<file path="src/gufcc_pkg.sv">
// ----------------------------------------------------------------------------
// gufcc_pkg: shared types and constants of the grid component counter
// Direction codes, field widths, register map and the configuration bundle
// that the register block hands to the sequencer.
// ----------------------------------------------------------------------------
package gufcc_pkg;

   // Input and result field widths.
   localparam int DIR_W  = 3;
   localparam int SET_W  = 13;

   // Direction codes carried by a request transaction.
   localparam logic [DIR_W-1:0] DIR_UP    = 3'd0;
   localparam logic [DIR_W-1:0] DIR_DOWN  = 3'd1;
   localparam logic [DIR_W-1:0] DIR_LEFT  = 3'd2;
   localparam logic [DIR_W-1:0] DIR_RIGHT = 3'd3;
   localparam logic [DIR_W-1:0] DIR_NONE  = 3'd4;

   // Grid size registers and derived counts.
   localparam int CFG_W  = 7;
   localparam int CNT_W  = 2 * CFG_W;
   localparam int RANK_W = 4;
   localparam logic [RANK_W-1:0] RANK_MAX = '1;

   // Register port.
   localparam int ADDR_W = 3;
   localparam int DATA_W = 32;
   localparam logic REG_ROWS = 1'b0;
   localparam logic REG_COLS = 1'b1;

   typedef struct packed {
      logic [CFG_W-1:0] rows;
      logic [CFG_W-1:0] cols;
      logic [CNT_W-1:0] cells;
      logic             wr;
   } cfg_type;

endpackage

</file>
<file path="src/gufcc_csr.sv">
// ----------------------------------------------------------------------------
// gufcc_csr: grid size registers
// APB-style register port for the row and column counts. Out-of-range
// values are clamped here, and the cell count of the grid is derived.
// ----------------------------------------------------------------------------
module gufcc_csr import gufcc_pkg::*; #(
   parameter int MAX_ROWS = 64,
   parameter int MAX_COLS = 64
) (
   input  logic              clock,
   input  logic              reset,
   input  logic              psel,
   input  logic              penable,
   input  logic              pwrite,
   input  logic [ADDR_W-1:0] paddr,
   input  logic [DATA_W-1:0] pwdata,
   output logic [DATA_W-1:0] prdata,
   output logic              pready,
   output cfg_type           cfg
);

   localparam int FIELD_MAX = (1 << CFG_W) - 1;
   localparam int ROW_CAP   = (MAX_ROWS < FIELD_MAX) ? MAX_ROWS : FIELD_MAX;
   localparam int COL_CAP   = (MAX_COLS < FIELD_MAX) ? MAX_COLS : FIELD_MAX;
   localparam logic [CFG_W-1:0] SIZE_RESET = 7'd64;

   logic [CFG_W-1:0] rows_ff, rows_in;
   logic [CFG_W-1:0] cols_ff, cols_in;
   logic             wr_strobe;
   logic             reg_sel;
   logic [CFG_W-1:0] rows_eff;
   logic [CFG_W-1:0] cols_eff;

   assign wr_strobe = psel && penable && pwrite;
   assign reg_sel   = paddr[ADDR_W-1];
   assign pready    = 1'b1;

   always_comb begin
      rows_in = rows_ff;
      cols_in = cols_ff;
      if (wr_strobe) begin
         if (reg_sel == REG_ROWS) begin
            rows_in = pwdata[CFG_W-1:0];
         end else begin
            cols_in = pwdata[CFG_W-1:0];
         end
      end
   end

   always_ff @(posedge clock) begin
      if (reset) begin
         rows_ff <= SIZE_RESET;
         cols_ff <= SIZE_RESET;
      end else begin
         rows_ff <= rows_in;
         cols_ff <= cols_in;
      end
   end

   assign prdata = (reg_sel == REG_COLS) ? DATA_W'(cols_ff) : DATA_W'(rows_ff);

   // A zero size behaves as one; a size above the maximum behaves as the maximum.
   always_comb begin
      if (rows_ff == '0) begin
         rows_eff = CFG_W'(1);
      end else if (rows_ff > CFG_W'(ROW_CAP)) begin
         rows_eff = CFG_W'(ROW_CAP);
      end else begin
         rows_eff = rows_ff;
      end
      if (cols_ff == '0) begin
         cols_eff = CFG_W'(1);
      end else if (cols_ff > CFG_W'(COL_CAP)) begin
         cols_eff = CFG_W'(COL_CAP);
      end else begin
         cols_eff = cols_ff;
      end
   end

   assign cfg.rows  = rows_eff;
   assign cfg.cols  = cols_eff;
   assign cfg.cells = CNT_W'(rows_eff) * CNT_W'(cols_eff);
   assign cfg.wr    = wr_strobe;

endmodule

</file>
<file path="config.mk">
export PLATFORM = sky130hd
export DESIGN_NAME = gufcc_csr
export DESIGN_NICKNAME = d
export VERILOG_FILES = /design/src/gufcc_pkg.sv /design/src/gufcc_csr.sv
export SDC_FILE = /design/constraint.sdc
export NUM_CORES = 1
export LEC_CHECK = 0
export BUFFER_PORTS_ARGS = -buffer_cell sky130_fd_sc_hd__buf_2
export CAP_MARGIN = 0
export CORE_MARGIN = 2
export CORE_UTILIZATION = 45
export CTS_BUF_LIST = sky130_fd_sc_hd__clkbuf_4
export DETAILED_ROUTE_END_ITERATION = 8
export PLACE_DENSITY_LB_ADDON = 0.15
export SYNTH_ARGS = -nofsm -noshare
export SYNTH_HDL_FRONTEND = slang
export SYNTH_SLANG_ARGS = --single-unit
</file>
<file path="constraint.sdc">
create_clock -name clock -period 6.4 [get_ports clock]
set_clock_uncertainty 0.2 [all_clocks]
set_input_delay 0.96 -clock clock [delete_from_list [all_inputs] [get_ports clock]]
set_output_delay 0.96 -clock clock [all_outputs]
set_load 0.03 [all_outputs]
</file>
---- Word level (Yosys, flattened, before mapping) ----
Cells that the tools add are included.
cells by class
  $lt $le $gt $ge ......................... 2
  reduce and logical (&&, ||, !) cells .... 6
  $mul .................................... 1
  mux-type cells .......................... 5
  bitwise logic cells ..................... 1
operators by type and width
  cell                number
  $mux 7              5
  $gt 7x7->1 const B  2
  $logic_not 7->1     2
  $mul 7x7->14        1
  $reduce_and 2->1    2
  $logic_and 1x1->1   2
  $not 1->1           1
storage, ports and cells
  register bits after elaboration ......... 14
  logic and storage cells ................. 17

---- Longest topological paths before layout ----
  depth in word-level cells ............... 4
  depth in mapped cells ................... 18
  mapped depth without buffers ............ 18

---- Worst setup path after synthesis ----
No wires, ideal clock.
  path kind ............................... register -> output
  start ................................... register rows_ff[1]
  end ..................................... output cfg[13] (netlist name)
  arrival ................................. 5.253 ns
  path slack .............................. -0.013 ns
  stages on the path, launching flop included .. 19
  path through ............................ dfxtp_1 or4_1 nor2_1 o21bai_1 inv_1 nand2_1 fa_1 fa_1 inv_1 fa_1 inv_1 fa_1 inv_1 ha_1 o21ai_0 o21ai_1 a2111oi_1 or3_1 xnor2_1
RTL lines
  item                    RTL line         source
  start, declared         gufcc_csr.sv:27  logic [CFG_W-1:0] rows_ff, rows_in;
  start signal, assigned  gufcc_csr.sv:55  rows_ff <= rows_in;
  end, declared           gufcc_csr.sv:19  output cfg_type cfg

==> out/metrics.cfg <==
[worst_setup_path]
endpoint_kind=output port
required_ns=5.24
path_cells=or4_4, nor2_2, o21bai_1, inv_1, nand2_2, fa_1, fa_1, inv_1, fa_1, inv_1, fa_1, inv_1, ha_4, o21ai_2, o21ai_4, a2111oi_4, or3_4, xnor2_2, buf_6
r2r_slack_ns=5.17
crit_path_start=rows_ff[2]$_SDFFE_PP0P_
worstReg2RegEnd=rows_ff[6]$_SDFFE_PP1P_
slowest_delay_ns=0.52
worstRegToRegCells=2
r2r-start=rows_ff[6]$_SDFFE_PP1P_
cp-start-kind=flop
slowest_stage=fa_1
path_max_fanout=5
critPathArrivalTime_ns=5.00
critical_path_class=reg -> out

[route]
first_pass_iters=4
vias=2016
wl_mm=5.24
drt_iter0_markers=65
via_per_inst=4.78
remaining_drc_errors=0
wl_per_cell_um=12.4
ant_nets=0

[power_and_ir_drop]
power.density_nw_per_um2=69.4
peakVddDrop_v=0.0000718
leakagePower_nw=1.62

[sta]
hold_viol_final=0
setup_violations=0
maxSlewHeadroom=0.446
layout_min_cycle_time_ns=6.16
fin_hold_ws_ns=0.277
worst_slack_ns=0.242
drv_slew=0
tightest_slew_ns=0.829
finalCritPeriodShare=0.962
setup_tns_ns=0
rsz0062_at_grt=no
max_freq_mhz=162

[synth]
ys.flop_type=dfxtp_1
syn_inst=297
synth_top_area_share=0.199
avgSynthCellArea_um2=8.13
yosys_register_bits=14
synth_most_common_cell=inv_1
synthArstFlopShare=0
yosys-top-cells-count=inv_1, nand2_1, nor2_1, ha_1, buf_4
yosys_warnings=0
yosys-top-cells-area=fa_1, ha_1, dfxtp_1
syn_area_um2=2410
ys_seq_area_frac=0.116
ys_types=35
synth-edff-count=0
synth.largest_area_cell=fa_1

[clock_network]
clk-insertion-delay-late_ns=0.27
cts_tree=built
clockBufferDepth=2
h-tree-depth=1
cts_sinks=14
numCtsBuffers=3
clk_pin_slew_ns=0.08
cts_root_buf=clkbuf_4
hold_buffers=0

[floorplanning]
row_count=26
dieArea_um2=5970
initial_utilization=0.470
die_w_um=77.2
die_h_um=77.2
ios=102
core_um2=5140

[min_path]
hold_end=cols_ff[0]$_SDFFE_PP0P_
hold_start=cols_ff[0]$_SDFFE_PP0P_
whs_path_depth=2
hp-class=reg -> reg

[layout]
final_area_um2=2850
final_layout_size_suffix_gt1_frac=0.250
n_antenna_cell=0
finalNetCount=450
area_growth_pct=18.1

[placed_design]
gp_congestion=0.799
io_buffers=48
hpwl_mm=4.25
place_ws_ns=0.168
dpl-instance-area_um2=2690

[grt]
grt_pass1_wl_mm=8.44
grt_pass1_vias=1784
antenna_found_initial=0
grt_remaining_overflow=0
grt_max_degree=15
grt_util_all_layers=0.172

[job]
cap_violations=0

[outcome]
status=finished, final reports clean

metal layers:
layer | wire [um] | track usage | share of wire | vias up
li1 | - | - | - | 1009
met1 | 2550 | 0.261 | 0.49 | 955
met2 | 2490 | 0.273 | 0.48 | 52
met3 | 199 | 0.0212 | 0.038 | 0
met4 | 0 | 0.0107 | 0 | 0
met5 | 0 | 0 | 0 | -
final cells by class:
type / instances / area (um^2)
fill: 537 / 2290
inverter: 37 / 139
clock buffer: 3 / 22.5
timing repair buffer: 63 / 364
multi-input combinational: 235 / 1950
tap: 70 / 87.6
sequential: 14 / 285
power by group:
part	total (W)	internal [W]	switching, W
Combinational	0.0000581	0.0000162	0.0000419
Sequential	0.0000917	0.0000888	0.00000291
Clock	0.0000480	0.0000218	0.0000263
registers in the layout (all words and copies together), names as in the netlist:
name,flops
cols_ff,7
rows_ff,7
cells in the final DEF, fill, tap and decap left out, drive strengths merged, types with 4 or more instances in the layout:
cell,n
buf,63
inv,37
nand2,36
nor2,33
ha,32
conb,26
fa,24
dfxtp,14
a21oi,12
nand2b,10
and2,10
xnor2,8
mux2,7
mux2i,6
o21ai,4
per-stage QoR:
step | cells | util | total power, W
after floorplan | 321 | - | 0.000150
after global placement | 415 | 0.523 | 0.000149
after detailed placement | 415 | 0.523 | 0.000150
after CTS | 418 | 0.531 | 0.000199
after global routing | 422 | 0.555 | 0.000210
final | 422 | 0.555 | 0.000198
logic make-up after synthesis:
kind of cell / share of synthesized area
adders and majority gates: 0.365
and+or+nand+nor: 0.190
DFF: 0.116
xor gates and xnor gates: 0.0399
buffers and inverters: 0.155
muxes: 0.0575
other: 0.00311
AOI/OAI and AO/OA: 0.0731
repair_timing:
item                                    CTS  global route
endpoints found under the setup margin    3             5
gates resized for setup                   3            22
buffers inserted                          0             4
cloned                                    0             0
endpoints found under the hold margin     0             0
pin swaps                                 3            13
how the worst max path moves through the flow:
stage               cells past startpoint  endpoint  slack (ns)
global placement                       19   cfg[13]        0.16
CTS                                    19   cfg[13]        0.04
detailed placement                     19   cfg[13]        0.17
global route                           19   cfg[13]        0.02
floorplan                              18   cfg[12]        0.09
finish                                 19   cfg[13]        0.24
critical path: cells and delay by family, from the launching register on:
family / cells / cell delay [ns]
adders and majority gates: 5 / 2.27
DFF: 1 / 0.36
AOI/OAI and AO/OA: 4 / 0.46
and+or+nand+nor: 4 / 1.08
xor gates and xnor gates: 1 / 0.17
buffers and inverters: 5 / 0.40
Power figures use the tool's default switching activity.
